==> config.mk <==
export PLATFORM = sky130hd
export DESIGN_NAME = sha256_puzzle_nonce_search
export DESIGN_NICKNAME = d
export VERILOG_FILES = /design/src/sv/sps_pkg.sv /design/src/sv/sps_wcell.sv /design/src/sv/sps_core.sv /design/src/sv/sha256_puzzle_nonce_search.sv
export SDC_FILE = /design/constraint.sdc
export NUM_CORES = 2
export LEC_CHECK = 0
export BUFFER_PORTS_ARGS = -buffer_cell sky130_fd_sc_hd__buf_2
export CORE_MARGIN = 10
export CORE_UTILIZATION = 45
export CTS_BUF_LIST = sky130_fd_sc_hd__clkbuf_2
export DETAILED_ROUTE_END_ITERATION = 12
export SYNTH_ARGS = -nofsm -noshare
export SYNTH_HDL_FRONTEND = slang
export SYNTH_HIERARCHICAL = 1
export SYNTH_SLANG_ARGS = --single-unit
==> constraint.sdc <==
create_clock -name clk_i -period 7.3 [get_ports clk_i]
set_input_delay 1.095 -clock clk_i [delete_from_list [all_inputs] [get_ports clk_i]]
set_output_delay 1.095 -clock clk_i [all_outputs]
set_load 0.01 [all_outputs]
==> src/sv/sps_pkg.sv <==
// ----------------------------------------------------------------------------
// SHA-256 puzzle package
// Shared types, round constants and SHA-256 helper functions.
// ----------------------------------------------------------------------------
package sps_pkg;

  localparam int unsigned NumRounds = 64;
  localparam int unsigned NumCells  = 16;

  typedef enum logic {
    CMD_HASH   = 1'b0,
    CMD_SEARCH = 1'b1
  } cmd_e;

  typedef struct packed {
    logic        command;
    logic [31:0] nonce;
    logic [31:0] threshold;
    logic [31:0] target_address;
    logic [31:0] target_port_word;
    logic [7:0]  puzzle_kind;
  } req_t;

  typedef struct packed {
    logic [31:0] value;
    logic        found;
  } rsp_t;

  // Working variables a..h
  typedef struct packed {
    logic [31:0] a, b, c, d, e, f, g, h;
  } wv_t;

  // Control from the sequencer to the round core
  typedef struct packed {
    logic       load;
    logic       run;
    logic [5:0] round;
  } core_ctl_t;

  localparam logic [31:0] H0 [8] = '{
    32'h6a09e667, 32'hbb67ae85, 32'h3c6ef372, 32'ha54ff53a,
    32'h510e527f, 32'h9b05688c, 32'h1f83d9ab, 32'h5be0cd19
  };

  localparam logic [31:0] KConst [64] = '{
    32'h428a2f98, 32'h71374491, 32'hb5c0fbcf, 32'he9b5dba5,
    32'h3956c25b, 32'h59f111f1, 32'h923f82a4, 32'hab1c5ed5,
    32'hd807aa98, 32'h12835b01, 32'h243185be, 32'h550c7dc3,
    32'h72be5d74, 32'h80deb1fe, 32'h9bdc06a7, 32'hc19bf174,
    32'he49b69c1, 32'hefbe4786, 32'h0fc19dc6, 32'h240ca1cc,
    32'h2de92c6f, 32'h4a7484aa, 32'h5cb0a9dc, 32'h76f988da,
    32'h983e5152, 32'ha831c66d, 32'hb00327c8, 32'hbf597fc7,
    32'hc6e00bf3, 32'hd5a79147, 32'h06ca6351, 32'h14292967,
    32'h27b70a85, 32'h2e1b2138, 32'h4d2c6dfc, 32'h53380d13,
    32'h650a7354, 32'h766a0abb, 32'h81c2c92e, 32'h92722c85,
    32'ha2bfe8a1, 32'ha81a664b, 32'hc24b8b70, 32'hc76c51a3,
    32'hd192e819, 32'hd6990624, 32'hf40e3585, 32'h106aa070,
    32'h19a4c116, 32'h1e376c08, 32'h2748774c, 32'h34b0bcb5,
    32'h391c0cb3, 32'h4ed8aa4a, 32'h5b9cca4f, 32'h682e6ff3,
    32'h748f82ee, 32'h78a5636f, 32'h84c87814, 32'h8cc70208,
    32'h90befffa, 32'ha4506ceb, 32'hbef9a3f7, 32'hc67178f2
  };

  function automatic logic [31:0] rotr(logic [31:0] x, int unsigned n);
    return (x >> n) | (x << (32 - n));
  endfunction

  function automatic logic [31:0] bswap(logic [31:0] x);
    return {x[7:0], x[15:8], x[23:16], x[31:24]};
  endfunction

endpackage

==> src/sv/sps_wcell.sv <==
// ----------------------------------------------------------------------------
// SHA-256 schedule cell
// One slot of the 16-word message schedule window; shifts to its neighbor.
// ----------------------------------------------------------------------------
module sps_wcell (
  input  logic        clk_i,
  input  logic        load_i,
  input  logic        shift_i,
  input  logic [31:0] load_word_i,
  input  logic [31:0] prev_word_i,
  output logic [31:0] word_o
);

  logic [31:0] word_q;

  // Payload register: load block word or take neighbor word
  always_ff @(posedge clk_i) begin
    if (load_i) begin
      word_q <= load_word_i;
    end else if (shift_i) begin
      word_q <= prev_word_i;
    end
  end

  assign word_o = word_q;

endmodule

==> src/sv/sps_core.sv <==
// ----------------------------------------------------------------------------
// SHA-256 round core
// Chain of schedule cells feeding one compression round per cycle.
// ----------------------------------------------------------------------------
module sps_core (
  input  logic              clk_i,
  input  sps_pkg::core_ctl_t ctl_i,
  input  logic [31:0]       nonce_i,
  input  logic [31:0]       addr_i,
  input  logic [31:0]       port_i,
  input  logic [7:0]        kind_i,
  output logic [31:0]       fold_o
);

  logic [31:0]  blk  [sps_pkg::NumCells];
  logic [31:0]  win  [sps_pkg::NumCells];
  logic [31:0]  w_new, s0, s1, t1, t2;
  sps_pkg::wv_t wv_q, wv_d;
  logic [31:0]  hs [8];

  // Padded block words for the 13-byte message
  always_comb begin
    for (int i = 0; i < sps_pkg::NumCells; i++) begin
      blk[i] = '0;
    end
    blk[0]  = sps_pkg::bswap(nonce_i);
    blk[1]  = sps_pkg::bswap(addr_i);
    blk[2]  = sps_pkg::bswap(port_i);
    blk[3]  = {kind_i, 8'h80, 16'h0000};
    blk[15] = 32'd104;
  end

  // Schedule expansion from the window; win[0] is the word of this round
  always_comb begin
    s0 = sps_pkg::rotr(win[1], 7) ^ sps_pkg::rotr(win[1], 18) ^ (win[1] >> 3);
    s1 = sps_pkg::rotr(win[14], 17) ^ sps_pkg::rotr(win[14], 19) ^ (win[14] >> 10);
    w_new = win[0] + s0 + win[9] + s1;
  end

  // Row of cells; the tail takes the expanded word
  for (genvar g = 0; g < sps_pkg::NumCells; g++) begin : g_cell
    logic [31:0] prev;
    if (g == sps_pkg::NumCells - 1) begin : g_tail
      assign prev = w_new;
    end else begin : g_mid
      assign prev = win[g + 1];
    end
    sps_wcell u_cell (
      .clk_i      (clk_i),
      .load_i     (ctl_i.load),
      .shift_i    (ctl_i.run),
      .load_word_i(blk[g]),
      .prev_word_i(prev),
      .word_o     (win[g])
    );
  end

  // One compression round
  always_comb begin
    t1 = wv_q.h + (sps_pkg::rotr(wv_q.e, 6) ^ sps_pkg::rotr(wv_q.e, 11) ^
         sps_pkg::rotr(wv_q.e, 25)) + ((wv_q.e & wv_q.f) ^ (~wv_q.e & wv_q.g)) +
         sps_pkg::KConst[ctl_i.round] + win[0];
    t2 = (sps_pkg::rotr(wv_q.a, 2) ^ sps_pkg::rotr(wv_q.a, 13) ^
         sps_pkg::rotr(wv_q.a, 22)) +
         ((wv_q.a & wv_q.b) ^ (wv_q.a & wv_q.c) ^ (wv_q.b & wv_q.c));
    wv_d = wv_q;
    if (ctl_i.load) begin
      wv_d = {sps_pkg::H0[0], sps_pkg::H0[1], sps_pkg::H0[2], sps_pkg::H0[3],
              sps_pkg::H0[4], sps_pkg::H0[5], sps_pkg::H0[6], sps_pkg::H0[7]};
    end else if (ctl_i.run) begin
      wv_d = {t1 + t2, wv_q.a, wv_q.b, wv_q.c, wv_q.d + t1, wv_q.e, wv_q.f, wv_q.g};
    end
  end

  always_ff @(posedge clk_i) begin
    wv_q <= wv_d;
  end

  // Final add and fold to 32 bits
  always_comb begin
    logic [31:0] x;
    hs[0] = sps_pkg::H0[0] + wv_q.a;
    hs[1] = sps_pkg::H0[1] + wv_q.b;
    hs[2] = sps_pkg::H0[2] + wv_q.c;
    hs[3] = sps_pkg::H0[3] + wv_q.d;
    hs[4] = sps_pkg::H0[4] + wv_q.e;
    hs[5] = sps_pkg::H0[5] + wv_q.f;
    hs[6] = sps_pkg::H0[6] + wv_q.g;
    hs[7] = sps_pkg::H0[7] + wv_q.h;
    fold_o = '0;
    for (int i = 0; i < 4; i++) begin
      x = hs[2*i] ^ hs[2*i+1];
      fold_o[31-8*i -: 8] = x[31:24] ^ x[23:16] ^ x[15:8] ^ x[7:0];
    end
  end

endmodule

==> src/sv/sha256_puzzle_nonce_search.sv <==
// ----------------------------------------------------------------------------
// SHA-256 puzzle nonce search
// Hashes one nonce or searches nonces for a folded hash below a threshold.
// ----------------------------------------------------------------------------
// Usage:
//   Drive req_i and raise start_i while busy_o is low; the item is taken at
//   that edge and busy_o rises the next cycle.
//   A hash item (command 0) passes through the engine in order: a load state,
//   64 rounds of the single round unit fed by a 16-cell schedule row, a fold
//   state. The result is registered onto rsp_o as the fold state ends.
//   A search repeats these steps for each nonce tried, from nonce 1 upward, and stops
//   at the first folded hash below the threshold or after nonce 2^32-1.
//   A search with a zero threshold puts its result on rsp_o in the cycle
//   right after the accepting edge.
//   The result sits on rsp_o for one cycle with done_o high; the receiver
//   cannot stall, so it must capture it then. busy_o falls with done_o, so
//   a new item is accepted only after done_o has fallen.
//   One item at a time; the round unit sets the rate.
//   Reset (rst_ni low, asynchronous) returns the sequencer to idle and
//   clears the counter; any item in flight is dropped.
// ----------------------------------------------------------------------------
module sha256_puzzle_nonce_search (
  input  logic          clk_i,
  input  logic          rst_ni,
  input  logic          start_i,
  input  sps_pkg::req_t req_i,
  output logic          busy_o,
  output logic          done_o,
  output sps_pkg::rsp_t rsp_o
);

  typedef enum logic [1:0] {
    ST_IDLE,
    ST_LOAD,
    ST_RUN,
    ST_FOLD
  } state_e;

  state_e             state_q;
  logic [5:0]         round_q;
  logic [31:0]        cand_q;
  logic               search_q;
  sps_pkg::req_t      req_q;
  logic               done_q;
  sps_pkg::rsp_t      rsp_q;
  sps_pkg::core_ctl_t ctl;
  logic [31:0]        fold;
  logic               hit;

  assign ctl.load  = (state_q == ST_LOAD);
  assign ctl.run   = (state_q == ST_RUN);
  assign ctl.round = round_q;

  sps_core u_core (
    .clk_i  (clk_i),
    .ctl_i  (ctl),
    .nonce_i(cand_q),
    .addr_i (req_q.target_address),
    .port_i (req_q.target_port_word),
    .kind_i (req_q.puzzle_kind),
    .fold_o (fold)
  );

  assign hit = fold < req_q.threshold;

  // Sequencer with registered outputs
  always_ff @(posedge clk_i or negedge rst_ni) begin
    if (!rst_ni) begin
      state_q  <= ST_IDLE;
      round_q  <= '0;
      cand_q   <= '0;
      search_q <= 1'b0;
      done_q   <= 1'b0;
      req_q    <= '0;
      rsp_q    <= '0;
    end else begin
      done_q <= 1'b0;
      case (state_q)
        ST_IDLE: begin
          // no item is taken while the previous result is still shown
          if (start_i && !done_q) begin
            req_q    <= req_i;
            search_q <= (req_i.command == sps_pkg::CMD_SEARCH);
            if (req_i.command == sps_pkg::CMD_SEARCH) begin
              cand_q <= 32'd1;
              if (req_i.threshold == '0) begin
                done_q  <= 1'b1;
                rsp_q   <= '0;
                state_q <= ST_IDLE;
              end else begin
                state_q <= ST_LOAD;
              end
            end else begin
              cand_q  <= req_i.nonce;
              state_q <= ST_LOAD;
            end
          end
        end
        ST_LOAD: begin
          round_q <= '0;
          state_q <= ST_RUN;
        end
        ST_RUN: begin
          round_q <= round_q + 6'd1;
          if (round_q == 6'(sps_pkg::NumRounds - 1)) begin
            state_q <= ST_FOLD;
          end
        end
        ST_FOLD: begin
          if (!search_q) begin
            done_q  <= 1'b1;
            rsp_q   <= '{value: fold, found: hit};
            state_q <= ST_IDLE;
          end else if (hit) begin
            done_q  <= 1'b1;
            rsp_q   <= '{value: cand_q, found: 1'b1};
            state_q <= ST_IDLE;
          end else if (cand_q == 32'hffffffff) begin
            done_q  <= 1'b1;
            rsp_q   <= '0;
            state_q <= ST_IDLE;
          end else begin
            cand_q  <= cand_q + 32'd1;
            state_q <= ST_LOAD;
          end
        end
        default: state_q <= ST_IDLE;
      endcase
    end
  end

  assign busy_o = (state_q != ST_IDLE) || done_q;
  assign done_o = done_q;
  assign rsp_o  = rsp_q;

  // Checks
  a_done_pulse: assert property (@(posedge clk_i) disable iff (!rst_ni)
    done_q |=> !done_q) else $error("done held");
  a_search_nz: assert property (@(posedge clk_i) disable iff (!rst_ni)
    (state_q == ST_RUN && search_q) |-> cand_q != '0) else $error("nonce zero");
  a_found_val: assert property (@(posedge clk_i) disable iff (!rst_ni)
    (done_q && search_q && rsp_q.found) |-> rsp_q.value != '0)
    else $error("found zero");
  a_fold_after: assert property (@(posedge clk_i) disable iff (!rst_ni)
    (state_q == ST_FOLD) |-> $past(state_q == ST_RUN)) else $error("fold order");

endmodule
Yosys cells after proc, flatten, opt, wreduce, memory -nomap -nowiden
Memory sizes are Yosys's and may differ from the RTL's.
Cells that the tools add are included.
W data, S select, Z words.
{"block": "op_classes", "add_sub_neg": 20, "multipliers": 0, "n_div": 0, "order_cmp": 2, "eq_ne": 13, "shift": 0, "muxes": 39, "n_bitwise": 44, "reduce_logical": 12}
{"op": "$mux W32", "count": 15}
{"op": "$xor A32 B32 Y32", "count": 13}
{"op": "$add A32 B32 Y32", "count": 10}
{"op": "$mux W33", "count": 6}
{"op": "$and A32 B32 Y32", "count": 5}
{"op": "$add A31 B32 Y32 const A", "count": 3}
{"op": "$add A32 B32 Y32 const A", "count": 3}
{"op": "$xor A8 B8 Y8", "count": 12}
{"op": "$pmux W33 S2", "count": 1}
{"op": "$pmux W32 S2", "count": 1}
{"op": "$add A29 B32 Y32 const A", "count": 1}
{"op": "$add A30 B32 Y32 const A", "count": 1}
{"op": "$add A32 B1 Y32 const B", "count": 1}
{"op": "$eq A32 B32 Y1 const B", "count": 1}
{"op": "$logic_not A32 Y1", "count": 1}
{"op": "$lt A32 B32 Y1", "count": 1}
{"op": "$not A32 Y32", "count": 1}
{"op": "$or A10 B32 Y32", "count": 1}
{"op": "$or A13 B32 Y32", "count": 1}
{"op": "$or A14 B32 Y32", "count": 1}
{"op": "$or A15 B32 Y32", "count": 1}
{"op": "$or A19 B32 Y32", "count": 1}
{"op": "$or A21 B32 Y32", "count": 1}
{"op": "$or A25 B32 Y32", "count": 1}
{"op": "25 further kinds", "count": 47}
{"block": "totals", "reg_bits": 947, "latchBits": 0, "ram_bits": 0, "rom_bits": 2048, "in_bits": 140, "out_inout_bits": 35, "wordCells": 167, "n_memories": 1}
{"name": "(no name shown)", "words": 64, "word_bits": 32, "read_ports": 1, "rd_clocked_by_memory_dff": 0, "wr": 0, "line": "sps_core.sv:62", "source": "sps_pkg::KConst[ctl_i.round] + win[0];"}

Depth between registers and ports, before layout
{"block": "depth", "depth_word": 9, "ltp_mapped": 36}

Hierarchy
The synthesis kept the hierarchy.
{"module": "sps_core", "instances": 1, "cells_per_inst": 3922, "area_each_um2": 32105.8}
{"module": "sps_wcell", "instances": 16, "cells_per_inst": 69, "area_each_um2": 1507.7}
{"module": "sha256_puzzle_nonce_search", "instances": 1, "cells_per_inst": 1006, "area_each_um2": 9041.2}

Worst setup path before layout
No wires, ideal clock.
{"block": "synth_timing", "path_type": "register to register", "from": "register round_q[1]", "to": "register u_core/wv_q[255] (netlist name)", "setup_time_ps": 122, "arrival_ps": 7231, "t_required_ps": 7178, "setup_slack_ps": -53, "path_stages_with_launch": 31, "period_less_slack_ps": 7353, "cell_sequence": "dfrtp_1 clkbuf_1 inv_1 ha_1 or2_2 clkbuf_1 a21oi_1 a21oi_1 mux4_2 fa_1 inv_1 ha_1 a211o_1 o31ai_1 o21ai_1 a21boi_0 o21ai_0 a31o_2 xor2_1 inv_1 fa_1 inv_1 ha_1 clkbuf_1 and4_1 and2_1 a21bo_1 a211o_1 and3_1 o2111a_1 a311o_1"}
{"block": "synth_via", "elab_chain_len": 7}
{"item": "start, declared", "line": "sha256_puzzle_nonce_search.sv:40", "source": "logic [5:0] round_q;"}
{"item": "start signal, assigned", "line": "sha256_puzzle_nonce_search.sv:104", "source": "round_q <= round_q + 6'd1;"}
{"item": "$not A6 Y7 (implied by the code)", "line": "sps_core.sv:62"}
{"item": "$mem_v2 Z64 W32"}
{"item": "$mux W32 (implied by the code) (2 in a row)", "line": "sps_core.sv:62"}
{"item": "$add A32 B32 Y32", "line": "sps_core.sv:61", "source": "sps_pkg::rotr(wv_q.e, 25)) + ((wv_q.e & wv_q.f) ^ (~wv_q.e & wv_q.g)) +"}
{"item": "$add A32 B32 Y32", "line": "sps_core.sv:62"}
{"item": "$add A32 B32 Y32", "line": "sps_core.sv:71", "source": "wv_d = {t1 + t2, wv_q.a, wv_q.b, wv_q.c, wv_q.d + t1, wv_q.e, wv_q.f, wv_q.g};"}
{"item": "end signal, assigned", "line": "sps_core.sv:76", "source": "wv_q <= wv_d;"}
{"item": "end, declared", "line": "sps_core.sv:18", "source": "sps_pkg::wv_t wv_q, wv_d;"}
No other way between the ends. The select of a mux whose other input is x is not followed.
A chain may end at the register's enable or synchronous reset.

Worst setup path after layout
{"block": "layout_timing", "from": "register round_q[2]", "to": "register u_core/wv_q[255] (netlist name)"}
The elaborated chain is that of the path after synthesis.

==> metrics <==
root buffer cell clkbuf_2; setup TNS 0 ns; count of final setup violators 0; RePlAce Congestion 0.983; CP Class reg -> reg; largest net degree at the start of global routing 99; Starting Density 45.4%; Sw Ratio between 20% and 30%; Max Cap Viol 0; VDD IR max 0.131 mV; Max FO, Critical Path 7; first-pass GRT wire length ~330 mm; worst skew pair latency approximately 1.7 ns; initial DRC count between 4,000 and 5,000; hold path depth 4; Pint approximately 0.0073 W; synthesized area 0.0653 sq mm; most frequent cell after synthesis xnor2_1; DPL Wire Length roughly 170 mm; GRT Total Usage about 28%; number of distinct library cells after synthesis between 100 and 150; # clock sinks approximately 950; synthesized instance count 6,032; Non-Filler Instances 9,320; Post-DRT Antenna Nets 0; crit-path leading delay family compound AO/OA/AOI/OAI gates; # placed instances ~8,600; sequential power share between 50% and 60%; Slowest-stage cell, CP a2111oi_1; Worst Path Buf+Inv 8; TritonCTS buffer count around 280; area of the core 0.144 sq mm; Via density between 5 and 6; Sw Pwr around 0.0025 W; Synth Register Bits roughly 950; Synth area leaders edfxtp_1 (24%), mux2_4 (11%), xnor2_1 (8.6%), dfxtp_1 (7.9%), dfrtp_1 (6.9%); vias after detailed routing between 50,000 and 60,000; post-route cell area around 0.076 sq mm; Post-synth EDFFs between 500 and 600; minimum clock period just over 7 ns; post-DR wirelength/cell about 25 microns; GR Overflow Total 0; Final Power 0.00977 W; fmax ~140 MHz; P_leak between 30 and 40 nW; worst min path class in -> reg; Worst Tran Pin Value approximately 1.3 ns; Comb power frac approximately 2.2%; multiplexer area fraction after synthesis 15.9%; CP peak stage delay between 0.6 and 0.7 ns; worst-case reg-to-reg path depth 30; skew final 0.230 ns; CP arrival 8.62 ns; most area-hungry cell type in the Yosys netlist edfxtp_1; post-synth top area share 23.6%; Async SR Flop Fraction around a fifth; Tcrit/Tclk final a little over nine tenths; max-slew violations 0; worst hold margin around 0.20 ns; NumNets Final slightly below 8,000; CTS tree done; final hold viol count 0; fill count between 10,000 and 15,000; post-synthesis xor/xnor area fraction roughly 11%; relative slew slack ~15%; Boundary Pins roughly 180; vias in the first global route around 50,000; top cells by count, synth xnor2_1 (643), nand2_1 (628), edfxtp_1 (512), mux2_4 (464), inv_1 (395); initial antenna violation count 15; Die Wd around 400 microns; simple-gate share of the synthesized area 9.36%; WP depth 30; sequential fraction of the synthesis area between 30% and 40%; DRC viols 0; Placed Area 0.0712 sq mm; Synth-to-Final Area Change 17.0%; Die Area ~0.16 sq mm; final WL around 230 mm; Synth Area in Adders a little under a tenth; PortBufs 174; area fraction in compound gates after synthesis approximately a tenth; outcome finished, final reports clean; Cell Rows approximately 140; fraction of layout instances using a drive strength above 1 between 20% and 30%; synthesis warning total 6; critical path data required time ~8.8 ns; Die Ht approximately 400 microns; htree depth 5; ys flop type edfxtp_1; CTS Buffer Depth 4; clock share of power about 41%; First-pass DRT Iterations 6; Mapped Avg Cell Area 10.8 sq um; PwrDens roughly 130 mW/mm^2; largest family of logic cells by synthesized area multiplexers; CP endpoint kind flop; CTS clk-pin slew, worst paths about 0.12 ns; kind of start point of the critical path flop
-- worst register-to-register path: cells and delay by family (launching register included) --
kind,cells,cell delay (ns)
AOI/OAI and AO/OA,10,2.70
xor gates and xnor gates,1,0.19
adders and majority gates,5,1.67
buffers and inverters,8,1.04
DFF,1,0.44
and+or+nand+nor,6,0.88
-- sequential cells by signal, summed over array words and instances (netlist names) --
| name | cells |
|---|---|
| done_o | 1 |
| req_q | 104 |
| search_q | 1 |
| cand_q | 32 |
| u_core/g_cell.u_cell/word_o | 512 |
| rsp_o | 33 |
| round_q | 6 |
| state_q | 2 |
| u_core/wv_q | 256 |
-- stage by stage --
step / util (%) / setup slack, ns
final: 53.1 / 0.193
after global placement: 49.5 / -0.00804
after global routing: 53.1 / -0.0640
after floorplan: - / 0.0608
after detailed placement: 49.5 / -0.101
after CTS: 52.6 / 0.0634
-- metal layers --
metal / global-route usage, % / part of all wire [%]
met5: 0 / 0.0056
met4: 15.5 / 6.0
met3: 4.15 / 5.3
met2: 46.8 / 48
met1: 33.5 / 40
-- area by class of cell --
| cell class | instances | area [sq um] | area share, % |
|---|---|---|---|
| repair buffers | 836 | 6590 | 8.63 |
| well taps | 1903 | 2380 | 3.12 |
| flip-flops and latches | 947 | 25000 | 32.7 |
| inverters | 400 | 1510 | 1.97 |
| clock inverters | 53 | 287 | 0.375 |
| diodes | 21 | 52.6 | 0.0688 |
| multi-input cells | 4744 | 38500 | 50.4 |
| clock buffers | 416 | 2080 | 2.73 |
-- power by group through the flow --
stage | clock (W) | combinational, W | sequential [W]
global route | 0.00440 | 0.000238 | 0.00558
global placement | 0 | 0.000117 | 0.00569
floorplan | 0 | 0.0000430 | 0.00569
CTS | 0.00413 | 0.000202 | 0.00557
detailed placement | 0 | 0.000118 | 0.00569
finish | 0.00398 | 0.000216 | 0.00558
-- logic make-up after synthesis --
logic type | after synthesis
XOR/XNOR | 784
AO/OA/AOI/OAI | 1019
adder cells (fa/ha/maj) | 384
multiplexers | 787
other | 2
flip-flops | 947
buffers and inverters | 747
AND/OR/NAND/NOR | 1362
-- layout by cell type, fill, tap and decap left out, drive strengths merged, types with 54 or more instances in the layout --
cell,synthesis,final
nand3,70,70
inv,397,404
nand2,629,629
conb,2,408
nor3,74,74
nor2,308,308
edfxtp,512,512
xor2,124,124
dfrtp,179,179
xnor2,644,644
buf,139,625
ha,193,193
mux2i,239,239
clkbuf,208,419
a21o,92,92
dfxtp,256,256
o21ai,250,250
nor2b,67,67
o211ai,54,54
fa,188,188
a21oi,261,261
dlygate4sd3,0,208
mux2,542,542
-- what timing repair did --
action,in CTS,in global routing
gates cloned,0,2
endpoints found under the hold margin,241,0
gates resized for setup,1,113
endpoints found under the setup margin,2,24
hold buffers,209,0
pin swaps,0,40
setup buffers,0,20
-- final timing paths --
| check | from | slack (ns) | to |
|---|---|---|---|
| min in group asynchronous | rst_ni | 0.62 | round_q[1]$_DFFE_PN0P_ |
| max in group asynchronous | rst_ni | 5.52 | req_q[98]$_DFFE_PN0P_ |
| worst min-delay path | start_i | 0.20 | req_q[93]$_DFFE_PN0P_ |
| worst max register to register | round_q[2]$_DFFE_PN0P_ | 0.19 | u_core/wv_q[255]$_SDFFE_PP0P_ |
| worst max-delay path | round_q[2]$_DFFE_PN0P_ | 0.19 | u_core/wv_q[255]$_SDFFE_PP0P_ |
| worst min register to register | u_core/g_cell[13].u_cell/word_o[5]$_DFFE_PP_ | 0.41 | u_core/g_cell[12].u_cell/word_o[5]$_DFFE_PP_ |
(Power assumes the default switching activity.)
